`config.mk`:
```
export PLATFORM = sky130hd
export DESIGN_NAME = button_debounce_hold_detector
export DESIGN_NICKNAME = d
export VERILOG_FILES = /design/src/design/bdh_pkg.sv /design/src/design/button_debounce_hold_detector.sv
export SDC_FILE = /design/constraint.sdc
export NUM_CORES = 2
export LEC_CHECK = 0
export BUFFER_PORTS_ARGS = -buffer_cell sky130_fd_sc_hd__buf_4
export CORE_MARGIN = 3
export CORE_UTILIZATION = 30
export DETAILED_ROUTE_END_ITERATION = 16
export PLACE_DENSITY = 0.56
export SLEW_MARGIN = 20
export SYNTH_ARGS = -nofsm -noshare
export SYNTH_HDL_FRONTEND = slang
export SYNTH_MEMORY_MAX_BITS = 65536
export SYNTH_SLANG_ARGS = --single-unit
```
`constraint.sdc`:
```
create_clock -name clk -period 22.1 [get_ports clk]
set_clock_uncertainty 0.1 [all_clocks]
set_input_delay 3.315 -clock clk [delete_from_list [all_inputs] [get_ports clk]]
set_output_delay 3.315 -clock clk [all_outputs]
set_load 0.02 [all_outputs]
```
`src/design/bdh_pkg.sv`:
```
package bdh_pkg;

  // field widths
  localparam int PIN_W   = 8;
  localparam int MODE_W  = 3;
  localparam int KIND_W  = 3;
  localparam int TICK_W  = 16;
  localparam int CNT_W   = 18;
  localparam int CFG_IDX_W = 1;

  // stream widths, tdata padded to whole bytes
  localparam int S_TDATA_W = 16;
  localparam int S_TUSER_W = 5;
  localparam int M_TDATA_W = 8;
  localparam int M_TUSER_W = 3;

  // default table depth
  localparam int PIN_COUNT_DEFAULT = 256;

  // register reset values
  localparam logic [TICK_W-1:0] DEBOUNCE_RESET = 16'd10;
  localparam logic [TICK_W-1:0] HOLD_RESET     = 16'd100;

  // register indexes
  localparam logic [CFG_IDX_W-1:0] REG_DEBOUNCE = 1'b0;
  localparam logic [CFG_IDX_W-1:0] REG_HOLD     = 1'b1;

  // edge modes
  localparam logic [MODE_W-1:0] MODE_RELEASE     = 3'd0;
  localparam logic [MODE_W-1:0] MODE_PRESS       = 3'd1;
  localparam logic [MODE_W-1:0] MODE_HOLD        = 3'd2;
  localparam logic [MODE_W-1:0] MODE_SHIFT_PRESS = 3'd3;
  localparam logic [MODE_W-1:0] MODE_SHIFT_HOLD  = 3'd4;

  // event kinds
  localparam logic [KIND_W-1:0] KIND_NONE    = 3'd0;
  localparam logic [KIND_W-1:0] KIND_PRESS   = 3'd1;
  localparam logic [KIND_W-1:0] KIND_RELEASE = 3'd2;
  localparam logic [KIND_W-1:0] KIND_HOLD    = 3'd3;
  localparam logic [KIND_W-1:0] KIND_REPEAT  = 3'd4;

  typedef logic signed [CNT_W-1:0] cnt_t;
  typedef logic [KIND_W-1:0] kind_t;

endpackage

```
`src/design/button_debounce_hold_detector.sv`:
```
// channel  dir  tdata (low bit up)         tuser (low bit up)
// s_*      in   pin_index[7:0], pin_level  edge_mode[2:0], repeat_on_hold, shift_active
// m_*      out  event_pin[7:0]             event_kind[2:0]
// cfg_*    in   index 0 debounce_ticks, index 1 hold_ticks, 16-bit write data
//
// one sample per cycle while m_tready is high and no clearing pass runs; each sample goes
// from accept through the counter memory read, then update and write back into the output register.
// a write to the same pin in the cycle of a read is forwarded from a last-write register.
// after reset the counter memory is cleared one entry a cycle, all PIN_COUNT entries,
// during which s_tready is low; configuration writes are taken throughout.
// a stalled m_tready holds the result and the sample in flight, and, outside the clearing
// pass, s_tready drops only when both are full.
module button_debounce_hold_detector
  import bdh_pkg::*;
#(
  parameter int PIN_COUNT = PIN_COUNT_DEFAULT
) (
  input  logic                 clk,
  input  logic                 rst,
  input  logic                 s_tvalid,
  output logic                 s_tready,
  input  logic [S_TDATA_W-1:0] s_tdata,   // pin_index[7:0], pin_level, zero pad
  input  logic [S_TUSER_W-1:0] s_tuser,   // edge_mode[2:0], repeat_on_hold, shift_active
  output logic                 m_tvalid,
  input  logic                 m_tready,
  output logic [M_TDATA_W-1:0] m_tdata,   // event_pin[7:0]
  output logic [M_TUSER_W-1:0] m_tuser,   // event_kind[2:0]
  input  logic                 cfg_we,
  input  logic [CFG_IDX_W-1:0] cfg_index,
  input  logic [TICK_W-1:0]    cfg_wdata
);

  localparam int IDX_W = (PIN_COUNT > 1) ? $clog2(PIN_COUNT) : 1;

  // configuration registers
  logic [TICK_W-1:0] debounce_ticks;
  logic [TICK_W-1:0] hold_ticks;

  always_ff @(posedge clk) begin
    if (rst) begin
      debounce_ticks <= DEBOUNCE_RESET;
      hold_ticks     <= HOLD_RESET;
    end else if (cfg_we) begin
      case (cfg_index)
        REG_DEBOUNCE: debounce_ticks <= cfg_wdata;
        REG_HOLD:     hold_ticks     <= cfg_wdata;
        default: ;
      endcase
    end
  end

  // input unpacking
  logic [PIN_W-1:0] in_pin;
  logic [IDX_W-1:0] in_idx;
  logic             in_accept;

  assign in_pin    = s_tdata[PIN_W-1:0];
  assign in_idx    = IDX_W'({{IDX_W{1'b0}}, in_pin});
  assign in_accept = s_tvalid && s_tready;

  // clearing pass
  logic             clearing;
  logic [IDX_W-1:0] clr_addr;

  always_ff @(posedge clk) begin
    if (rst) begin
      clearing <= 1'b1;
      clr_addr <= '0;
    end else if (clearing) begin
      clr_addr <= clr_addr + IDX_W'(1);
      if (clr_addr == IDX_W'(PIN_COUNT - 1)) begin
        clearing <= 1'b0;
      end
    end
  end

  // update stage registers
  logic              s1_valid;
  logic [PIN_W-1:0]  s1_pin;
  logic              s1_level;
  logic [MODE_W-1:0] s1_mode;
  logic              s1_repeat;
  logic              s1_shift;
  cnt_t              rd_data;

  logic s1_adv;
  logic s1_fire;

  assign s1_adv   = !m_tvalid || m_tready;
  assign s1_fire  = s1_valid && s1_adv;
  assign s_tready = !clearing && (!s1_valid || s1_adv);

  always_ff @(posedge clk) begin
    if (rst) begin
      s1_valid <= 1'b0;
    end else if (in_accept) begin
      s1_valid <= 1'b1;
    end else if (s1_fire) begin
      s1_valid <= 1'b0;
    end
  end

  always_ff @(posedge clk) begin
    if (in_accept) begin
      s1_pin    <= in_pin;
      s1_level  <= s_tdata[PIN_W];
      s1_mode   <= s_tuser[MODE_W-1:0];
      s1_repeat <= s_tuser[MODE_W];
      s1_shift  <= s_tuser[MODE_W+1];
    end
  end

  // counter memory and last-write forwarding
  cnt_t             mem [PIN_COUNT];
  logic             fwd_valid;
  logic [IDX_W-1:0] fwd_idx;
  cnt_t             fwd_data;

  logic [IDX_W-1:0] s1_idx;
  logic             s1_in_range;
  logic             s1_wr;
  cnt_t             c_cur;
  cnt_t             c_next;
  kind_t            kind;

  assign s1_idx      = IDX_W'({{IDX_W{1'b0}}, s1_pin});
  assign s1_in_range = {24'd0, s1_pin} < 32'(PIN_COUNT);
  assign s1_wr       = s1_fire && s1_in_range;
  assign c_cur       = (fwd_valid && fwd_idx == s1_idx) ? fwd_data : rd_data;

  always_ff @(posedge clk) begin
    if (clearing) begin
      mem[clr_addr] <= '0;
    end else if (s1_wr) begin
      mem[s1_idx] <= c_next;
    end
    if (in_accept) begin
      rd_data <= mem[in_idx];
    end
  end

  always_ff @(posedge clk) begin
    if (rst || clearing) begin
      fwd_valid <= 1'b0;
    end else if (s1_wr) begin
      fwd_valid <= 1'b1;
    end
  end

  always_ff @(posedge clk) begin
    if (s1_wr) begin
      fwd_idx  <= s1_idx;
      fwd_data <= c_next;
    end
  end

  // phase update and event selection
  cnt_t deb_s;
  cnt_t hold_s;
  logic press_sel;
  logic hold_sel;
  logic release_sel;

  assign deb_s       = $signed({2'b00, debounce_ticks});
  assign hold_s      = $signed({2'b00, hold_ticks});
  assign press_sel   = (!s1_shift && s1_mode == MODE_PRESS) ||
                       (s1_shift && s1_mode == MODE_SHIFT_PRESS);
  assign hold_sel    = (!s1_shift && s1_mode == MODE_HOLD) ||
                       (s1_shift && s1_mode == MODE_SHIFT_HOLD);
  assign release_sel = (s1_mode == MODE_RELEASE);

  always_comb begin
    kind   = KIND_NONE;
    c_next = c_cur;
    if (c_cur == '0) begin
      // idle, waiting for a press
      if (s1_level) begin
        if (press_sel) kind = KIND_PRESS;
        c_next = 18'sd1;
      end
    end else if (c_cur > 18'sd0 && c_cur < deb_s) begin
      // press debounce
      c_next = c_cur + 18'sd1;
    end else if (c_cur >= deb_s && c_cur < hold_s) begin
      // pressed, before hold
      if (!s1_level) begin
        if (release_sel) kind = KIND_RELEASE;
        c_next = -deb_s;
      end else begin
        c_next = c_cur + 18'sd1;
      end
    end else if (c_cur == hold_s) begin
      // hold reached
      if (hold_sel) kind = KIND_HOLD;
      c_next = c_cur + 18'sd1;
    end else if (c_cur > hold_s) begin
      // after hold
      if (s1_level) begin
        if (s1_repeat && hold_sel) kind = KIND_REPEAT;
      end else begin
        if (release_sel) kind = KIND_RELEASE;
        c_next = -deb_s;
      end
    end else begin
      // release debounce
      c_next = c_cur + 18'sd1;
    end
  end

  // output register
  always_ff @(posedge clk) begin
    if (rst) begin
      m_tvalid <= 1'b0;
    end else if (s1_fire) begin
      m_tvalid <= 1'b1;
    end else if (m_tready) begin
      m_tvalid <= 1'b0;
    end
  end

  always_ff @(posedge clk) begin
    if (s1_fire) begin
      m_tdata <= s1_pin;
      m_tuser <= s1_in_range ? kind : KIND_NONE;
    end
  end

  // checks
  a_no_work_while_clearing: assert property (@(posedge clk) disable iff (rst)
    !(clearing && (s1_valid || in_accept)))
    else $error("sample in flight during clearing pass");

  a_event_in_range: assert property (@(posedge clk) disable iff (rst)
    m_tvalid && m_tuser != KIND_NONE |-> {24'd0, m_tdata} < 32'(PIN_COUNT))
    else $error("event reported for pin beyond table");

  a_counter_bounds: assert property (@(posedge clk) disable iff (rst)
    s1_wr |-> c_next >= -18'sd65535 && c_next <= 18'sd65536)
    else $error("phase counter out of range");

  a_release_rearm: assert property (@(posedge clk) disable iff (rst)
    s1_fire && kind == KIND_RELEASE |-> c_next == -deb_s)
    else $error("release did not start release debounce");

  a_forward_after_write: assert property (@(posedge clk) disable iff (rst)
    s1_wr |=> fwd_valid && fwd_data == $past(c_next))
    else $error("last-write register missed a write");

endmodule
```
==> run summary <==
Ys async rst share - 0%
DRC errors left - 0
Die area - 0.617 mm2
Post-DR wirelength/cell - 27.7 um
Vias/cell - 5.07
Reg clk slew, reported paths - 0.06 ns
Synthesis warning total - 0
Core box area - 0.604 mm2
Drt total wl - 458000 um
Crit Path Category - in -> reg
Die Y - 785 um
Routability-driven placement congestion ratio - 0.865
Net count, final - 8166
Lkg Pwr - 70.2 nW
Reg-to-reg critical path startpoint - s1_idx[0]
Latest clock arrival within the worst-skew pair - 1.02 ns
Ports - 56
Cell Rows - 285
Setup violators final - 0
Final Non-Filler Cells - 16500
Root Driver - clkbuf_16
Yosys top cell by area - edfxtp_1
Final Util - 34.8%
Syn nets - 7698
CP required - 22.72 ns
Power per cell area - 86.6 mW/mm2
Placed cell count - 15700
Cell count after synthesis - 7619
Clock sink total - 4713
Largest cells by area after synthesis - edfxtp_1 (77%), mux4_2 (19%), nor2_1 (0.63%)
Post-route setup TNS - 0 ns
Port bufs - 48
R2R Setup Slk - 13.42 ns
Vias in the first global route - 86000
Setup bufs post-CTS - 0
Post-route clock period utilization - 41.2%
Worst setup endpoint - rd_data[7]
RSZ-0062 raised after global routing - no
Setup crit end kind - flop
Reg2Reg Depth - 18
Grt total ovfl - 0
CTS resizes - 0
CTS H-tree lvls - 5
Worst setup SP type - primary input
Post-synth top cells - edfxtp_1 (4669), mux4_2 (1512), nor2_1 (306)
Place WS - 11.91 ns
Initial antenna violation count - 23
Share of cells above drive strength 1 - 34.1%
Hold crit path type - reg -> reg
Worst VDD drop - 0.0750 mV
Gr usage total - 14.6%
MaxCap Viol Count - 0
WP data arrival - 9.73 ns
DP HPWL - 262000 um
Die Wd - 785 um
Outcome - finished, final reports clean
F_max - 110 MHz
Max-slew violation count - 0
Critical Path Start - s_tdata[1]
Largest net degree at the start of global routing - 159
Final ANT Viol Nets - 0
Area grow syn2layout - 15.4%
Cts bufs inserted - 466
CTS Hold Bufs - 0
Mean area per synthesized cell - 23.9 um2
CP Max Fanout - 100
Cell variety after synth - 67
Sequential area share after synthesis - 77.4%
Min Clock Period, post-route - 9.11 ns
Vias - 83800
Pre-antenna DRT Iters - 6
Synth Register Bits - 4713
Post-synth EDFFs - 4669
Rel. slew slack - 9.49%
First-pass GRT wire length - 652000 um
Max clock buf depth - 4
Worst-Margin Slew - 1.36 ns
Top FF cell, synth - edfxtp_1
Post-Syn Area - 0.182 mm2
Final hold vios - 0
Starting Density - 30.2%
Most frequent cell after synthesis - edfxtp_1
CTS tree - done
Yosys top cell area share - 77.0%
Initial DRC Count - 9817
R2r endpoint - mem[49][15]
Setup WS post-layout - 12.99 ns
cell families (layout without fill, tap and decap cells):
kind of cell               count (synthesis)  in the layout  synth area share (%)
DFF                                     4713           4713                  77.4
AOI/OAI and AO/OA                        203            203                 0.748
xor gates and xnor gates                  37             37                 0.178
other                                      0             11                     0
buffers and inverters                    455           1315                  1.02
muxes                                   1534           1534                  18.8
and+or+nand+nor                          641            641                  1.54
adders and majority gates                 36             36                 0.247
metal layers:
layer / GRT usage [%] / wire length (um)
met1: 20.0 / 188000
met4: 4.00 / 13400
met3: 2.53 / 32900
met2: 24.0 / 223000
met5: 0 / 23
area by class of cell:
type,count,area (um2)
fillers,54900,393000
multi-input cells,2451,40300
diodes,11,27.5
clock buffers,560,12200
well taps,8036,10100
clock inverters,300,3130
inverters,50,188
flip-flops and latches,4713,141000
repair buffers,405,3290
flip-flops by register name, summed over array words and instances, names as in the netlist:
signal	count
s1_level	1
s1_mode	3
fwd_data	18
m_tuser	3
clr_addr	8
m_tvalid	1
rd_data	18
s1_idx	8
fwd_valid	1
s1_shift	1
s1_valid	1
m_tdata	8
clearing	1
mem	4608
debounce_ticks	16
s1_repeat	1
hold_ticks	16
per-stage QoR:
stage	total power, mW	cell area (um2)	hold slack, ns
after floorplan	10.2	182000	0.336
after global placement	10.4	195000	0.361
after detailed placement	10.4	195000	0.356
after CTS	18.4	210000	0.365
after global routing	18.8	210000	0.390
final	18.2	210000	0.362
layout by cell type, fill, tap and decap left out, drive strengths merged, types with 12 or more instances in the layout:
cell type / synthesis / routed
a21oi: 58 / 58
nand3: 21 / 21
nand2b: 12 / 12
nand3b: 18 / 18
clkinvlp: 0 / 24
dfxtp: 44 / 44
clkinv: 0 / 195
inv: 50 / 73
bufinv: 0 / 58
o21ai: 23 / 23
o22ai: 14 / 14
clkbuf: 256 / 560
ha: 36 / 36
nand4: 25 / 25
edfxtp: 4669 / 4669
nor3: 23 / 23
nor2: 306 / 306
nand2: 178 / 178
mux2i: 14 / 14
buf: 149 / 405
o31ai: 14 / 14
mux4: 1512 / 1512
a22oi: 37 / 37
and3: 15 / 15
xnor2: 27 / 27
worst min path at each step:
stage	startpoint	endpoint	slack [ns]	cells after the start
2_1_floorplan	hold_ticks[10]	hold_ticks[10]	0.34	2
3_3_place_gp	hold_ticks[10]	hold_ticks[10]	0.36	2
3_5_place_dp	hold_ticks[9]	hold_ticks[9]	0.36	2
4_1_cts	hold_ticks[9]	hold_ticks[9]	0.36	2
5_1_grt	hold_ticks[9]	hold_ticks[9]	0.39	2
6_report	hold_ticks[9]	hold_ticks[9]	0.36	2
report_power, final:
group	total [mW]	switching, mW	internal [mW]
clock	7.96	3.36	4.60
combinational	0.548	0.315	0.233
sequential	9.69	0.00596	9.69
critical path, stage by stage:
cell and delay [ns]:
buf_12 0.48, buf_4 0.70, buf_4 0.68, buf_4 0.75, buf_4 0.71, mux4_2 0.41
mux4_2 0.59, mux4_2 0.56, a22oi_1 0.99, nand2_1 0.12
Power figures use the tool's default switching activity.
